### config.mk
export PLATFORM = sky130hd
export DESIGN_NAME = autoranging_frequency_meter_unit
export DESIGN_NICKNAME = d
export VERILOG_FILES = /design/src/hdl/afm_pkg.sv /design/src/hdl/autoranging_frequency_meter_unit.sv
export SDC_FILE = /design/constraint.sdc
export NUM_CORES = 2
export LEC_CHECK = 0
export BUFFER_PORTS_ARGS = -buffer_cell sky130_fd_sc_hd__buf_2
export CORE_UTILIZATION = 65
export CTS_CLUSTER_SIZE = 28
export DETAILED_ROUTE_END_ITERATION = 16
export PLACE_DENSITY = 0.82
export SYNTH_ARGS = -nofsm -noshare
export SYNTH_HDL_FRONTEND = slang
export SYNTH_SLANG_ARGS = --single-unit
### constraint.sdc
create_clock -name clock -period 13.7 [get_ports clock]
set_input_delay 0.685 -clock clock [delete_from_list [all_inputs] [get_ports clock]]
set_output_delay 0.685 -clock clock [all_outputs]
set_load 0.02 [all_outputs]
### src/hdl/afm_pkg.sv
`timescale 1ns / 1ps

package afm_pkg;

   localparam int READING_BITS = 44;
   localparam logic [READING_BITS-1:0] READING_MAX = {READING_BITS{1'b1}};

   localparam int FACTOR_BITS = 8;
   localparam int PROD_BITS   = READING_BITS + FACTOR_BITS;

   localparam int PERCENT_BITS = 7;
   localparam logic [PERCENT_BITS-1:0] PERCENT_SCALE = 7'd100;

   localparam int NUMERATOR_BITS = 20;
   localparam logic [NUMERATOR_BITS-1:0] PERIOD_NUMERATOR = 20'd1000000;

   localparam int THRESHOLD_BITS = 16;
   localparam logic [THRESHOLD_BITS-1:0] THRESHOLD_RESET = 16'd1000;
   localparam logic [PERCENT_BITS-1:0]   TOLERANCE_RESET = 7'd10;

   localparam int CSR_INDEX_BITS = 1;
   localparam logic [CSR_INDEX_BITS-1:0] CSR_SWITCH_THRESHOLD  = 1'b0;
   localparam logic [CSR_INDEX_BITS-1:0] CSR_TOLERANCE_PERCENT = 1'b1;

endpackage

### src/hdl/autoranging_frequency_meter_unit.sv
`timescale 1ns / 1ps

// Autoranging reciprocal frequency meter. Each req item carries a gated frequency count and a
// period count with their ready flags; each produces exactly one rsp item holding the latest
// good reading (Hz, FRACTION_BITS fraction bits), the out-of-window flag, the period-mode flag
// and whether this item made a new reading. An item that makes no reading is answered in the
// cycle after it is taken. A frequency reading, and a period reading of a zero count, passes
// through ST_MUL_LO, ST_CMP_LO and ST_CMP_HI; any other period reading first runs the
// restoring divider in ST_DIVIDE, which retires one quotient bit per cycle. The tolerance
// window bounds are computed one after the other on a single 44 x 8 multiplier. The block
// takes no new item until the current one is done and the rsp register is free or being
// drained in the same cycle. Config writes have no read-back.
module autoranging_frequency_meter_unit
   import afm_pkg::*;
#(
   parameter int COUNT_BITS    = 32,
   parameter int FRACTION_BITS = 8
) (
   input  logic        clock,
   input  logic        reset,

   input  logic        req_tvalid,
   output logic        req_tready,
   input  logic [63:0] req_tdata,   // freq_count[31:0], period_count[63:32]
   input  logic [1:0]  req_tuser,   // freq_ready[0], period_ready[1]

   output logic        rsp_tvalid,
   input  logic        rsp_tready,
   output logic [47:0] rsp_tdata,   // frequency_q8[43:0], zero fill[47:44]
   output logic [2:0]  rsp_tuser,   // frequency_error[0], period_mode[1], updated[2]

   input  logic                      csr_we,
   input  logic [CSR_INDEX_BITS-1:0] csr_index,
   input  logic [THRESHOLD_BITS-1:0] csr_wdata
);

   localparam int NUM_BITS  = NUMERATOR_BITS + FRACTION_BITS;
   localparam int CNT_BITS  = $clog2(NUM_BITS);
   localparam int FREQ_BITS = COUNT_BITS + 4 + FRACTION_BITS;
   localparam int WIDE_BITS = (FREQ_BITS > READING_BITS) ? FREQ_BITS : READING_BITS + 1;
   localparam logic [NUM_BITS-1:0] NUMERATOR = NUM_BITS'(PERIOD_NUMERATOR) << FRACTION_BITS;

   typedef enum logic [2:0] {
      ST_IDLE,
      ST_DIVIDE,
      ST_MUL_LO,
      ST_CMP_LO,
      ST_CMP_HI
   } state_type;

   state_type state_ff;

   logic [THRESHOLD_BITS-1:0] threshold_ff;
   logic [PERCENT_BITS-1:0]   tolerance_ff;

   logic                    waiting_ff;
   logic [READING_BITS-1:0] previous_ff;
   logic [READING_BITS-1:0] current_ff;
   logic                    bad_ff;

   logic [READING_BITS-1:0] value_ff;
   logic [PROD_BITS-1:0]    prod_ff;
   logic                    low_bad_ff;

   logic [COUNT_BITS-1:0] divisor_ff;
   logic [COUNT_BITS-1:0] rem_ff;
   logic [NUM_BITS-1:0]   quo_ff;
   logic [CNT_BITS-1:0]   cnt_ff;

   logic                    rsp_valid_ff;
   logic [READING_BITS-1:0] rsp_freq_ff;
   logic                    rsp_error_ff;
   logic                    rsp_mode_ff;
   logic                    rsp_updated_ff;

   logic                  out_free;
   logic                  accept;
   logic                  rsp_load;
   logic                  freq_ready;
   logic                  period_ready;
   logic [COUNT_BITS-1:0] freq_count;
   logic [COUNT_BITS-1:0] period_count;
   logic                  freq_event;
   logic                  freq_take;
   logic                  waiting_in;
   logic                  period_take;

   logic [WIDE_BITS-1:0]    freq_wide;
   logic [READING_BITS-1:0] freq_value;

   logic [COUNT_BITS:0]   trial;
   logic [COUNT_BITS:0]   diff;
   logic                  trial_ge;
   logic [COUNT_BITS-1:0] rem_in;
   logic [NUM_BITS-1:0]   quo_in;

   logic [FACTOR_BITS-1:0] low_factor;
   logic [FACTOR_BITS-1:0] high_factor;
   logic [FACTOR_BITS-1:0] factor;
   logic [PROD_BITS-1:0]   product;
   logic [PROD_BITS-1:0]   scaled;
   logic                   outside;

   assign out_free   = !rsp_valid_ff || rsp_tready;
   assign req_tready = (state_ff == ST_IDLE) && out_free;
   assign accept     = req_tvalid && req_tready;

   assign freq_ready   = req_tuser[0];
   assign period_ready = req_tuser[1];
   assign freq_count   = req_tdata[COUNT_BITS-1:0];
   assign period_count = req_tdata[32 +: COUNT_BITS];

   // frequency event first; a low count hands over to period mode in the same item
   assign freq_event  = freq_ready && !waiting_ff;
   assign freq_take   = freq_event && (32'(freq_count) >= 32'(threshold_ff));
   assign waiting_in  = waiting_ff || (freq_event && !freq_take);
   assign period_take = period_ready && waiting_in;

   // rsp register loads on an item without a reading or at the end of a reading
   assign rsp_load = (accept && !freq_take && !period_take)
                     || ((state_ff == ST_CMP_HI) && out_free);

   // count * 10, then to fixed point, saturated
   always_comb begin
      freq_wide = ((WIDE_BITS'(freq_count) << 3) + (WIDE_BITS'(freq_count) << 1))
                  << FRACTION_BITS;
      if (freq_wide > WIDE_BITS'(READING_MAX)) begin
         freq_value = READING_MAX;
      end else begin
         freq_value = freq_wide[READING_BITS-1:0];
      end
   end

   // restoring divider, one quotient bit per cycle
   always_comb begin
      trial    = {rem_ff, quo_ff[NUM_BITS-1]};
      diff     = trial - {1'b0, divisor_ff};
      trial_ge = (trial >= {1'b0, divisor_ff});
      rem_in   = trial_ge ? diff[COUNT_BITS-1:0] : trial[COUNT_BITS-1:0];
      quo_in   = {quo_ff[NUM_BITS-2:0], trial_ge};
   end

   // tolerance window on one shared multiplier
   always_comb begin
      low_factor  = (tolerance_ff >= PERCENT_SCALE) ?
                    '0 : FACTOR_BITS'(PERCENT_SCALE - tolerance_ff);
      high_factor = FACTOR_BITS'(PERCENT_SCALE) + FACTOR_BITS'(tolerance_ff);
      factor      = (state_ff == ST_MUL_LO) ? low_factor : high_factor;
      product     = PROD_BITS'(previous_ff) * PROD_BITS'(factor);
      scaled      = (PROD_BITS'(value_ff) << 6) + (PROD_BITS'(value_ff) << 5)
                    + (PROD_BITS'(value_ff) << 2);
      outside     = low_bad_ff || (scaled > prod_ff);
   end

   always_ff @(posedge clock) begin
      if (reset) begin
         state_ff       <= ST_IDLE;
         threshold_ff   <= THRESHOLD_RESET;
         tolerance_ff   <= TOLERANCE_RESET;
         waiting_ff     <= 1'b0;
         previous_ff    <= '0;
         current_ff     <= '0;
         bad_ff         <= 1'b0;
         rsp_valid_ff   <= 1'b0;
         cnt_ff         <= '0;
      end else begin
         if (csr_we) begin
            case (csr_index)
               CSR_SWITCH_THRESHOLD:  threshold_ff <= csr_wdata;
               CSR_TOLERANCE_PERCENT: tolerance_ff <= csr_wdata[PERCENT_BITS-1:0];
               default: ;
            endcase
         end

         if (rsp_load) begin
            rsp_valid_ff <= 1'b1;
         end else if (rsp_tready) begin
            rsp_valid_ff <= 1'b0;
         end

         case (state_ff)
            ST_IDLE: begin
               if (accept) begin
                  waiting_ff <= waiting_in && !period_take;
                  divisor_ff <= period_count;
                  rem_ff     <= '0;
                  quo_ff     <= NUMERATOR;
                  cnt_ff     <= '0;
                  if (freq_take) begin
                     value_ff <= freq_value;
                     state_ff <= ST_MUL_LO;
                  end else if (period_take) begin
                     value_ff <= '0;
                     if (period_count == '0) begin
                        state_ff <= ST_MUL_LO;
                     end else begin
                        state_ff <= ST_DIVIDE;
                     end
                  end else begin
                     rsp_freq_ff    <= current_ff;
                     rsp_error_ff   <= bad_ff;
                     rsp_mode_ff    <= waiting_in;
                     rsp_updated_ff <= 1'b0;
                  end
               end
            end
            ST_DIVIDE: begin
               rem_ff <= rem_in;
               quo_ff <= quo_in;
               cnt_ff <= cnt_ff + 1'b1;
               if (cnt_ff == CNT_BITS'(NUM_BITS - 1)) begin
                  value_ff <= READING_BITS'(quo_in);
                  state_ff <= ST_MUL_LO;
               end
            end
            ST_MUL_LO: begin
               prod_ff  <= product;
               state_ff <= ST_CMP_LO;
            end
            ST_CMP_LO: begin
               low_bad_ff <= (scaled < prod_ff);
               prod_ff    <= product;
               state_ff   <= ST_CMP_HI;
            end
            ST_CMP_HI: begin
               if (out_free) begin
                  previous_ff <= value_ff;
                  bad_ff      <= outside;
                  if (!outside) begin
                     current_ff <= value_ff;
                  end
                  rsp_freq_ff    <= outside ? current_ff : value_ff;
                  rsp_error_ff   <= outside;
                  rsp_mode_ff    <= waiting_ff;
                  rsp_updated_ff <= 1'b1;
                  state_ff       <= ST_IDLE;
               end
            end
            default: begin
               state_ff <= ST_IDLE;
            end
         endcase
      end
   end

   assign rsp_tvalid = rsp_valid_ff;
   assign rsp_tdata  = {4'b0, rsp_freq_ff};
   assign rsp_tuser  = {rsp_updated_ff, rsp_mode_ff, rsp_error_ff};

   // an item with no ready event is answered next cycle without a new reading
   assert property (@(posedge clock) disable iff (reset)
      (req_tvalid && req_tready && !req_tuser[0] && !req_tuser[1])
      |=> (rsp_tvalid && !rsp_tuser[2]))
      else $error("idle item not answered at once");

   // a reading always leaves the meter in frequency mode
   assert property (@(posedge clock) disable iff (reset)
      (rsp_tvalid && rsp_tuser[1]) |-> !rsp_tuser[2])
      else $error("reading reported while in period mode");

   assert property (@(posedge clock) disable iff (reset)
      (state_ff == ST_DIVIDE) |-> (cnt_ff <= CNT_BITS'(NUM_BITS - 1)))
      else $error("divider ran past its last step");

endmodule
==> impl_metrics.json <==
{
  "drc_errors": 0,
  "critPathKind": "reg -> reg",
  "dp_hpwl_um": 61000,
  "clockBufferDepth": 3,
  "grt_overflow": 0,
  "syn_inst": 3416,
  "drv_slew": 0,
  "final_nets": 4121,
  "utilization_pct": 70.7,
  "wl_um": 81200,
  "ys.flop_type": "edfxtp_1",
  "grt_pass1_vias": 25900,
  "start_util_pct": 65.7,
  "maxCapViolations": 0,
  "switching_share_pct": 40.3,
  "die_area_mm2": 0.0515,
  "first_pass_iters": 12,
  "drt_iter0_drc": 2128,
  "cts_tree": "done",
  "cp_max_fo": 44,
  "setup_viol": 0,
  "ir_drop_mv": 0.116,
  "root_buffer": "clkbuf_16",
  "p_seq_share_pct": 29.6,
  "fin_crit_sh_pct": 59.5,
  "async_flop_share_pct": 0,
  "synth-seq-cells": 358,
  "hold_class": "in -> reg",
  "via_per_inst": 6.08,
  "end_kind": "flop",
  "syn_area_per_cell_um2": 9.64,
  "dieHeight_um": 227,
  "clk_pin_slew_worst_paths_ps": 60,
  "globalplace.congestion": 1.02,
  "p_comb_share_pct": 48.6,
  "min_path_cells": 1,
  "postRouteAntennaNets": 0,
  "ys_warn_count": 0,
  "ys_seq_area_share_pct": 28.9,
  "required_ps": 13960,
  "hold_path_end": "divisor_ff[22]$_DFFE_PP_",
  "ios": 141,
  "area_growth_syn_to_layout_pct": 7.47,
  "clkPwrFrac_pct": 21.8,
  "skew_ps": 25.3,
  "switching_power_mw": 1.94,
  "setup_tns_ps": 0,
  "worstMarginPinSlew_ps": 1290,
  "grt_pass1_wl_um": 133000,
  "reg2reg_from": "state_ff[1]$_SDFFE_PP0P_",
  "clock-sinks": 358,
  "cts_buffers": 37,
  "syn_area_mm2": 0.0329,
  "core-area_mm2": 0.0501,
  "antenna_found_initial": 1,
  "p_per_area_mw_per_mm2": 136,
  "status": "finished, final reports clean",
  "hp-start": "req_tdata[54]",
  "die_x_um": 227,
  "reg2reg_depth": 22,
  "leakage_nw": 16.5,
  "diodes": 0,
  "insertion_delay_ps": 540,
  "grt_use_total_pct": 32.3,
  "row_count": 82,
  "wl_per_cell_um": 19.4,
  "cts_hold_buf": 0,
  "synth_cell_type_count": 95,
  "drive_above_1_share_pct": 8.96,
  "reg2reg_to": "prod_ff[50]$_DFFE_PP_",
  "finalCriticalPeriod_ps": 8150,
  "hold_viol_final": 0,
  "max_slew_margin_pct": 13.6,
  "vias": 25400,
  "r2r_slack_ps": 5550,
  "arrival_ps": 8410,
  "clock.fmax_mhz": 123,
  "p_int_mw": 2.87,
  "synth_edf_count": 236,
  "cts_setup_buffers": 0,
  "port_buffers": 136,
  "start_kind": "flop",
  "ctsResizeCount": 0,
  "rsz0062_at_grt": "false",
  "grt_max_degree": 61,
  "cts-htree-levels": 2
}
-- cell usage after synthesis (5+ instances only) --
cell | count | share of area, %
ha_1 | 252 | 9.6
and3_1 | 27 | 0.51
nor2_1 | 176 | 2.0
xor2_1 | 45 | 1.2
inv_1 | 403 | 4.6
and2_1 | 257 | 4.9
o21bai_1 | 25 | 0.57
nor4_1 | 15 | 0.29
clkbuf_1 | 94 | 1.1
or3_1 | 7 | 0.13
buf_1 | 6 | 0.068
nand3_1 | 54 | 0.82
buf_2 | 7 | 0.11
dfxtp_1 | 122 | 7.4
edfxtp_1 | 236 | 22
a21o_1 | 117 | 2.7
o21ai_0 | 90 | 1.4
o31a_1 | 9 | 0.24
mux2_1 | 7 | 0.24
o211ai_1 | 20 | 0.46
fa_1 | 295 | 18
nand2b_1 | 25 | 0.48
a211o_1 | 7 | 0.19
o21a_1 | 21 | 0.48
buf_6 | 10 | 0.34
a311oi_1 | 5 | 0.13
mux2_2 | 39 | 1.3
a2111oi_0 | 5 | 0.13
nand2_1 | 313 | 3.6
nor3_1 | 27 | 0.41
a211oi_1 | 22 | 0.50
or2_2 | 10 | 0.19
o22ai_1 | 12 | 0.23
buf_4 | 9 | 0.21
xnor2_1 | 92 | 2.4
a31o_2 | 5 | 0.13
a21oi_1 | 254 | 3.9
nand4_1 | 32 | 0.61
nor2b_1 | 65 | 1.2
o21ai_1 | 8 | 0.12
o31ai_1 | 12 | 0.27
mux2i_1 | 65 | 2.0
a31oi_1 | 16 | 0.30
-- power groups by stage --
| stage | Combinational [mW] | Sequential, mW | Clock, mW |
|---|---|---|---|
| finish | 2.34 | 1.42 | 1.05 |
| global route | 2.57 | 1.44 | 1.10 |
| CTS | 2.30 | 1.42 | 1.06 |
| detailed placement | 2.28 | 1.44 | 0 |
| global placement | 2.19 | 1.44 | 0 |
| floorplan | 1.73 | 1.42 | 0 |
-- cell type report --
type	count	area (µm²)
Inverter	403	1510
Tap cell	672	841
Timing Repair Buffer	156	833
Clock buffer	50	1060
Fill cell	3824	14700
Sequential cell	358	9530
Multi-Input combinational cell	2530	21400
Clock inverter	17	201
-- cells in the final DEF (no fill, tap or decap), types with 117 or more instances in the layout --
cell type | netlist | routed
a21oi_1 | 254 | 251
a21o_1 | 117 | 117
edfxtp_1 | 236 | 236
inv_1 | 403 | 403
buf_2 | 7 | 135
ha_1 | 252 | 252
and2_1 | 257 | 256
dfxtp_1 | 122 | 122
fa_1 | 295 | 295
nand2_1 | 313 | 313
nor2_1 | 176 | 171
-- state kept, by name, summed over array words and instances (netlist names) --
signal	cells
prod_ff	52
current_ff	44
previous_ff	44
rsp_freq_ff	44
value_ff	44
divisor_ff	32
rem_ff	32
quo_ff	28
threshold_ff	16
tolerance_ff	7
cnt_ff	5
state_ff	3
bad_ff	1
low_bad_ff	1
rsp_error_ff	1
rsp_mode_ff	1
rsp_tvalid	1
rsp_updated_ff	1
waiting_ff	1
-- critical path, stage by stage (launching register included) --
cell and delay, ps:
dfxtp_1 480, nor3b_2 660, nand2_1 310, nor3_1 210, a21oi_1 100, a21oi_4 1020, nand2_1 190, fa_1 500
fa_1 560, inv_1 60, fa_1 540, inv_1 60, fa_1 530, inv_1 40, ha_1 330, o211ai_1 130
o211ai_1 330, a21oi_2 170, o31a_1 310, o41ai_4 380, a41oi_2 270, nor4_1 460, o211ai_1 160
-- per-layer routing --
| layer | GRT usage [%] | share of wire [%] | up-vias |
|---|---|---|---|
| li1 | - | - | 11700 |
| met1 | 44.5 | 43 | 12500 |
| met2 | 53.7 | 48 | 1017 |
| met3 | 4.40 | 7.2 | 165 |
| met4 | 9.14 | 2.5 | 2 |
| met5 | 0 | 0.020 | - |
-- cells by family (layout without fill, tap and decap cells) --
| family | count (synthesis) | count (layout) | synth area share (%) |
|---|---|---|---|
| xor+xnor | 137 | 137 | 3.65 |
| compound gates | 694 | 694 | 14.0 |
| buf+inv | 531 | 626 | 6.42 |
| simple gates | 1037 | 1037 | 15.9 |
| fa+ha+maj | 547 | 547 | 27.5 |
| other cells | 1 | 4 | 0.0114 |
| mux | 111 | 111 | 3.55 |
| flops | 358 | 358 | 28.9 |
-- through the flow --
step | cell area (µm²) | power (mW) | setup WS [ps] | hold slack (ps) | instances
2_1_floorplan | 32900 | 3.15 | 4080 | 436 | 3419
3_3_place_gp | 34100 | 3.63 | 6100 | 446 | 4119
3_5_place_dp | 34100 | 3.73 | 5680 | 450 | 4119
4_1_cts | 35400 | 4.78 | 5650 | 312 | 4186
5_1_grt | 35400 | 5.11 | 5110 | 322 | 4186
6_report | 35400 | 4.81 | 5550 | 329 | 4186
-- how the worst max path moves through the flow --
| stage | startpoint | endpoint | depth (start not counted) | slack [ps] |
|---|---|---|---|---|
| final | state_ff[1]$_SDFFE_PP0P_ | prod_ff[50]$_DFFE_PP_ | 22 | 5550 |
| after CTS | state_ff[1]$_SDFFE_PP0P_ | prod_ff[50]$_DFFE_PP_ | 22 | 5650 |
| after global placement | state_ff[1]$_SDFFE_PP0P_ | prod_ff[51]$_DFFE_PP_ | 22 | 6100 |
| after floorplan | req_tdata[1] | value_ff[0]$_SDFFCE_PN0P_ | 9 | 4080 |
| after global routing | state_ff[1]$_SDFFE_PP0P_ | prod_ff[50]$_DFFE_PP_ | 22 | 5110 |
| after detailed placement | state_ff[1]$_SDFFE_PP0P_ | prod_ff[50]$_DFFE_PP_ | 22 | 5680 |
Power figures use the tool's default switching activity.
